===== src/sv/hpoc_pkg.sv =====
`timescale 1ns / 1ps
// ----------------------------------------------------------------------------
// hpoc_pkg
// types and constants shared by the picture order count block
// ----------------------------------------------------------------------------
package hpoc_pkg;

  localparam logic OP_LOAD   = 1'b0;
  localparam logic OP_DECODE = 1'b1;

  localparam logic [1:0] MODE_LSB   = 2'd0;
  localparam logic [1:0] MODE_CYCLE = 2'd1;
  localparam logic [1:0] MODE_FRAME = 2'd2;
  localparam logic [1:0] MODE_NONE  = 2'd3;

  localparam logic [1:0] ST_FRAME  = 2'd0;
  localparam logic [1:0] ST_TOP    = 2'd1;
  localparam logic [1:0] ST_BOTTOM = 2'd2;

  localparam logic [2:0] REG_MODE   = 3'd0;
  localparam logic [2:0] REG_LSB    = 3'd1;
  localparam logic [2:0] REG_FN     = 3'd2;
  localparam logic [2:0] REG_CYCLE  = 3'd3;
  localparam logic [2:0] REG_NONREF = 3'd4;
  localparam logic [2:0] REG_TBOFF  = 3'd5;

  typedef struct packed {
    logic        op;
    logic [7:0]  entry_index;
    logic [31:0] entry_value;
    logic        idr_flag;
    logic        reference_flag;
    logic [1:0]  structure;
    logic [15:0] lsb_value;
    logic [15:0] frame_number;
    logic [31:0] delta_bottom;
    logic [31:0] delta_first;
    logic [31:0] delta_second;
    logic        reset_op_flag;
  } in_item_t;

  typedef struct packed {
    logic [31:0] top_count;
    logic [31:0] bottom_count;
    logic [31:0] picture_count;
  } out_item_t;

  typedef struct packed {
    logic [1:0]  poc_mode;
    logic [4:0]  log2_max_lsb;
    logic [4:0]  log2_max_frame_number;
    logic [7:0]  cycle_length;
    logic [31:0] non_ref_offset;
    logic [31:0] top_bottom_offset;
  } cfg_t;

  // controller to datapath
  typedef struct packed {
    logic capture;    // register the input item
    logic prep;       // frame offset, abs frame number, mode 0 / 2 result
    logic sum_clear;  // start a table walk
    logic sum_step;   // accumulate one entry
    logic div_start;
    logic div_step;
    logic mul_step;
    logic finish;     // form the mode 1 result
    logic commit;     // update history, load output register
  } cmd_t;

  // datapath to controller
  typedef struct packed {
    logic is_load;
    logic mode1_walk;  // mode 1 with nonzero abs frame number
    logic sum_done;
    logic div_done;
    logic mul_done;
  } sts_t;

endpackage


===== src/sv/hpoc_ctrl.sv =====
`timescale 1ns / 1ps
// ----------------------------------------------------------------------------
// hpoc_ctrl
// sequencer for one picture: prepare, table walks, division, multiply
// ----------------------------------------------------------------------------
module hpoc_ctrl (
  input  logic          clk_i,
  input  logic          rst_ni,
  input  logic          in_valid_i,
  output logic          in_stall_o,
  output logic          out_valid_o,
  input  logic          out_stall_i,
  input  hpoc_pkg::sts_t sts_i,
  output hpoc_pkg::cmd_t cmd_o
);
  import hpoc_pkg::*;

  typedef enum logic [2:0] {
    S_IDLE, S_PREP, S_SUM, S_DIV, S_MUL, S_POS, S_FIN, S_OUT
  } state_e;

  state_e state_q;
  logic   out_valid_q;
  logic   take;

  // a new item is taken only when the sequencer is idle and the output register is free
  assign in_stall_o  = (state_q != S_IDLE) || out_valid_q;
  assign take        = in_valid_i && !in_stall_o;
  assign out_valid_o = out_valid_q;

  always_comb begin
    cmd_o = '0;
    cmd_o.capture = take;
    case (state_q)
      S_PREP: begin
        cmd_o.prep      = 1'b1;
        cmd_o.sum_clear = 1'b1;
      end
      S_SUM: cmd_o.sum_step = !sts_i.sum_done;
      S_DIV: begin
        cmd_o.div_step = 1'b1;
      end
      S_MUL: cmd_o.mul_step = 1'b1;
      S_POS: cmd_o.sum_step = !sts_i.sum_done;
      S_FIN: cmd_o.finish = 1'b1;
      S_OUT: cmd_o.commit = 1'b1;
      default: ;
    endcase
    if (state_q == S_SUM && sts_i.sum_done) begin
      cmd_o.div_start = 1'b1;
    end
    if (state_q == S_MUL && sts_i.mul_done) begin
      cmd_o.sum_clear = 1'b1;
    end
  end

  always_ff @(posedge clk_i or negedge rst_ni) begin
    if (!rst_ni) begin
      state_q     <= S_IDLE;
      out_valid_q <= 1'b0;
    end else begin
      if (out_valid_q && !out_stall_i) out_valid_q <= 1'b0;
      case (state_q)
        S_IDLE: if (take) state_q <= S_PREP;
        S_PREP: begin
          if (sts_i.is_load || !sts_i.mode1_walk) state_q <= S_OUT;
          else state_q <= S_SUM;
        end
        S_SUM: if (sts_i.sum_done) state_q <= S_DIV;
        S_DIV: if (sts_i.div_done) state_q <= S_MUL;
        S_MUL: if (sts_i.mul_done) state_q <= S_POS;
        S_POS: if (sts_i.sum_done) state_q <= S_FIN;
        S_FIN: state_q <= S_OUT;
        S_OUT: begin
          state_q     <= S_IDLE;
          out_valid_q <= 1'b1;
        end
        default: state_q <= S_IDLE;
      endcase
    end
  end

endmodule


===== config.mk =====
export PLATFORM = sky130hd
export DESIGN_NAME = hpoc_ctrl
export DESIGN_NICKNAME = d
export VERILOG_FILES = /design/src/sv/hpoc_pkg.sv /design/src/sv/hpoc_ctrl.sv
export SDC_FILE = /design/constraint.sdc
export NUM_CORES = 1
export LEC_CHECK = 0
export BUFFER_PORTS_ARGS = -buffer_cell sky130_fd_sc_hd__buf_4
export CORE_AREA = 2 2 39 41
export DETAILED_ROUTE_END_ITERATION = 10
export DIE_AREA = 0 0 41 43
export PLACE_DENSITY = 0.63
export SYNTH_ARGS = -nofsm -noshare
export SYNTH_HDL_FRONTEND = slang
export SYNTH_SLANG_ARGS = --single-unit

===== constraint.sdc =====
create_clock -name clk_i -period 1.95 [get_ports clk_i]
set_input_delay 0.39 -clock clk_i [delete_from_list [all_inputs] [get_ports clk_i]]
set_output_delay 0.39 -clock clk_i [all_outputs]
set_load 0.01 [all_outputs]

== Word level (Yosys, flattened, before mapping) ==
Cells that the tools add are included.
Storage, ports and cells
  register bits after elaboration: 4
  bits in latches: 0
  bits in writable memories: 0
  bits in read-only memories: 0
  input bits: 9
  output and inout bits: 11
  logic and storage cells: 46
  memories: 0
Cells by class
  add/subtract/negate cells: 0
  $mul: 0
  div/mod/pow operators: 0
  magnitude comparators: 0
  eq/ne operators: 12
  shifts and indexed selects: 0
  multiplexer cells: 17
  bitwise gates (word level): 0
  reduce and logical (&&, ||, !) cells: 15
Operator list (count)
  3-bit case mux with 8 select lines: 1
  3-bit 2-to-1 mux: 6
  3-bit equality test (second input constant): 4
  2-bit inequality test (second input constant): 5
  1-bit 2-to-1 mux: 9
  3-bit by 2-bit equality test with 1-bit output (second input constant): 2
  5-bit AND reduction: 1
  1-bit logical AND: 4
  1-bit logical NOT: 4
  3-bit by 1-bit equality test with 1-bit output (second input constant): 1
  3-bit logical NOT: 1
  3-bit nonzero test: 1
  1-bit logical OR: 2
  2-bit 2-to-1 mux: 1
  2-bit nonzero test: 1
  2-bit OR reduction: 1

== Longest topological paths before layout ==
  word-level depth: 6
  mapped depth: 5
  mapped depth without buffers: 3

== Worst setup path after synthesis ==
Ideal clock, no wire load.
  kind: register -> output
  start: reg state_q[2]
  end: out cmd_o[8] (netlist bit)
  data arrival time: 1246 ps
  required time: 1560 ps
  setup slack: 314 ps
  cell stages (with the launch flop): 5
  path buffers: 2
  path through: dfrtp_1 buf_6 or4_4 nor2_2 buf_4
Between the ends
  word-level cells in the longest chain between the ends: 4
Ends and longest elaborated chain
  start: declaration: line hpoc_ctrl.sv:22  | state_e state_q;
  start signal: assignment: line hpoc_ctrl.sv:59  | state_q <= S_IDLE;
  start signal: assignment: line hpoc_ctrl.sv:64  | S_IDLE: if (take) state_q <= S_PREP;
  start signal: assignment: line hpoc_ctrl.sv:66  | if (sts_i.is_load || !sts_i.mode1_walk) state_q <= S_OUT;
  3-bit nonzero test: line hpoc_ctrl.sv:27  | assign in_stall_o = (state_q != S_IDLE) || out_valid_q;
  1-bit logical OR: line hpoc_ctrl.sv:27
  net in_stall_o: line hpoc_ctrl.sv:10  | output logic in_stall_o,
  1-bit logical NOT: line hpoc_ctrl.sv:28  | assign take = in_valid_i && !in_stall_o;
  1-bit logical AND: line hpoc_ctrl.sv:28
  end: declaration: line hpoc_ctrl.sv:14  | output hpoc_pkg::cmd_t cmd_o
The timed path passes the listed nets, and every way through them passes these cells.

==> summary.md <==
| Metric | Value |
|---|---|
| Outcome | `finished, final reports clean` |
| CTS Buffer Depth | `2` |
| Initial DRT Pass Iterations | `4` |
| Peak VDD IR | `0.659 mV` |
| Die area | `0.00176 mm²` |
| Final WS setup | `about 170 ps` |
| CP max FO | `5` |
| Post-Syn Instances | `between 40 and 50` |
| Largest family of logic cells by synthesized area | `simple AND/OR/NAND/NOR gates` |
| Worst path slowest cell | `or3b_2` |
| Final core utilization | `approximately 40%` |
| Fillers | `145` |
| Pwr Density | `roughly 1500 mW/mm²` |
| CTS tree | `yes` |
| Clock sinks | `4` |
| Vias in the first global route | `approximately 340` |
| GPL Wtd Cong | `between 0.7 and 0.8` |
| Bufs and invs on worst path | `1` |
| Worst-Margin Slew | `roughly 260 ps` |
| Routed len/inst | `11.1 µm` |
| Synth top cells by count | `4 x a21oi_1, 4 x dfrtp_1, 3 x nand3b_1, 3 x nor3b_1, 3 x o21ai_0` |
| Post-route DRC | `0` |
| Final setup skew | `between 5 and 6 ps` |
| Initial antenna violation count | `0` |
| Rel. slew slack | `between 80% and 90%` |
| Final Cycle Share | `just over 90%` |
| Port Buffers | `19` |
| Flops & latches, synth | `4` |
| Placed insts | `76` |
| Row cnt | `14` |
| Final Net Count | `75` |
| Top-area cell type share of the netlist area | `26.8%` |
| Max cap viols | `0` |
| Ys async rst share | `100%` |
| Synth Area in XOR/XNOR | `0%` |
| Proportion of layout cells with a drive suffix above 1 | `~45%` |
| Post-Synth Adder-Cell Area | `0%` |
| Chip height | `about 43 µm` |
| Post-Route WL | `889 µm` |
| Compound-Gate Fraction of Synth Area | `between 15 and 20%` |
| Grt total ovfl | `0` |
| Cts repair resizes | `0` |
| Post-CTS Setup Bufs | `0` |
| Root buffer cell | `clkbuf_4` |
| Ant. Diodes | `0` |
| Initial core utilization | `between 20 and 30%` |
| Final HPWL DP | `around 640 µm` |
| Critical Path RT | `1560 ps` |
| Synth area leader | `dfrtp_1` |
| DR vias | `403` |
| Starting DRT DRC Count | `6` |
| Post-Layout Cell Count | `80` |
| Synthesized area per cell | `about 8.5 µm²` |
| Syn Nets | `53` |
| Yosys cell types | `27` |
| Leak | `between 0.2 and 0.3 nW` |
| Area of the core | `about 0.0014 mm²` |
| Top_reg_cell synth | `dfrtp_1` |
| Storage element area | `100 µm²` |
| Vias per cell | `around 5.0` |
| Hold-fix buffers, CTS | `1` |
| Final setup TNS | `0 ps` |
| First-pass GRT wire length | `about 1400 µm` |
| Combined area of the multi-input logic cells | `230 µm²` |
| Routed Antenna Nets | `0` |
| Area contributors post-synth | `dfrtp_1 27%, nand3b_1 6.0%, nor3b_1 6.0%` |
| CP Capture Type | `output pin` |
| Crit start category | `flop` |
| Fmax achieved | `563 MHz` |
| Post-Synth Simple-Gate Area | `a little over two fifths` |
| Mux cell area share after synthesis | `0%` |
| Die width | `approximately 41 µm` |
| Seq/Total Area, Yosys | `between 20% and 30%` |
| Reg clk slew, reported paths | `about 40 ps` |
| Overall power | `about 0.82 mW` |
| Syn. warnings | `0` |
| Largest net degree at the start of global routing | `17` |
| Min cycle time layout | `1780 ps` |
| Hold Vio Cnt, Final | `0` |
| CTS buffer count | `3` |
| Area grow syn2layout | `47.5%` |
| Crit path max-delay family | `simple AND/OR/NAND/NOR gates` |
| CP Data Arrival Time | `between 1000 and 1500 ps` |
| GRT Resource Usage Total | `12.3%` |
| Synth Cell Area | `about 370 µm²` |
| Post-synth EDFFs | `0` |
| Crit-path max cell delay | `480 ps` |
| Hold WC Path Type | `input pin to flop` |
| # setup viols final | `0` |
| Max-slew violations | `0` |
| Worst slack, placed | `approximately 420 ps` |
| Top-level I/O count | `20` |
| Kind of critical path | `flop to output pin` |
| Worst-Skew Late Latency | `around 230 ps` |
| Worst path cell trace | `or3b_2 -> a21oi_1 -> buf_4` |
| H-tree Lvls | `1` |
| RSZ-0062 raised after global routing | `false` |
## logic make-up (layout without fill, tap and decap cells)
logic type | after synthesis | after routing
and+or+nand+nor | 22 | 22
AOI/OAI and AO/OA | 11 | 11
buffers and inverters | 7 | 27
DFF | 4 | 4
## routing by layer
| layer | global-route usage [%] | share of wire [%] | vias up |
|---|---|---|---|
| li1 | - | - | 204 |
| met1 | 14.9 | 46 | 184 |
| met2 | 17.2 | 46 | 13 |
| met3 | 4.71 | 6.7 | 2 |
| met4 | 8.00 | 1.5 | 0 |
| met5 | 0 | 0 | - |
## sequential cells by signal (all words and copies together), names as in the netlist
| register | count |
|---|---|
| out_valid_o | 1 |
| state_q | 3 |
## cell usage in the layout, fill, tap and decap left out
cell type	instances
buf_4	22
a21oi_1	4
dfrtp_1	4
nor3b_1	3
nand3b_1	3
o21ai_0	3
clkbuf_4	3
and3b_1	2
nand2b_1	2
a211oi_1	2
and3_1	1
nor2_1	1
or4_4	1
inv_1	1
nor2_2	1
nor4bb_1	1
or3b_2	1
nand2_1	1
nor2b_1	1
a22o_1	1
or3b_1	1
and4bb_2	1
or3_1	1
nand3_1	1
a21o_1	1
dlygate4sd3_1	1
## worst paths after layout
kind	depth (start not counted)	from	slack, ps	endpoint
max in group asynchronous	2	rst_ni	1360	state_q[0]
worst min-delay path	2	out_stall_i	360	out_valid_o
min in group asynchronous	2	rst_ni	490	out_valid_o
worst min register to register	1	out_valid_o	530	out_valid_o
worst max register to register	4	state_q[2]	620	state_q[0]
worst max-delay path	3	state_q[2]	170	cmd_o[5]
## through the flow
stage | instance area, µm² | hold slack [ps]
floorplan | 374 | 94.4
global placement | 519 | 189
detailed placement | 519 | 187
CTS | 552 | 355
global route | 552 | 363
finish | 552 | 359
## report_power, final
group | leakage [nW] | total, mW | internal (mW) | switching (mW)
sequential | 0.0481 | 0.164 | 0.126 | 0.0383
clock | 0.0138 | 0.101 | 0.0687 | 0.0320
combinational | 0.206 | 0.551 | 0.292 | 0.260
total | 0.268 | 0.816 | 0.486 | 0.330
## cell type report
cell class / instances / area share (%)
sequential: 4 / 18.1
tap: 16 / 3.63
clock buffer: 3 / 4.08
multi-input combinational: 33 / 41.7
inverter: 1 / 0.680
timing repair buffer: 23 / 31.7
## worst register-to-register path: stages, from the launching register on
cell and delay (ps):
dfrtp_1 390, buf_4 190, nor3b_1 200, a211oi_1 60, or3_1 360
(Power assumes the default switching activity.)
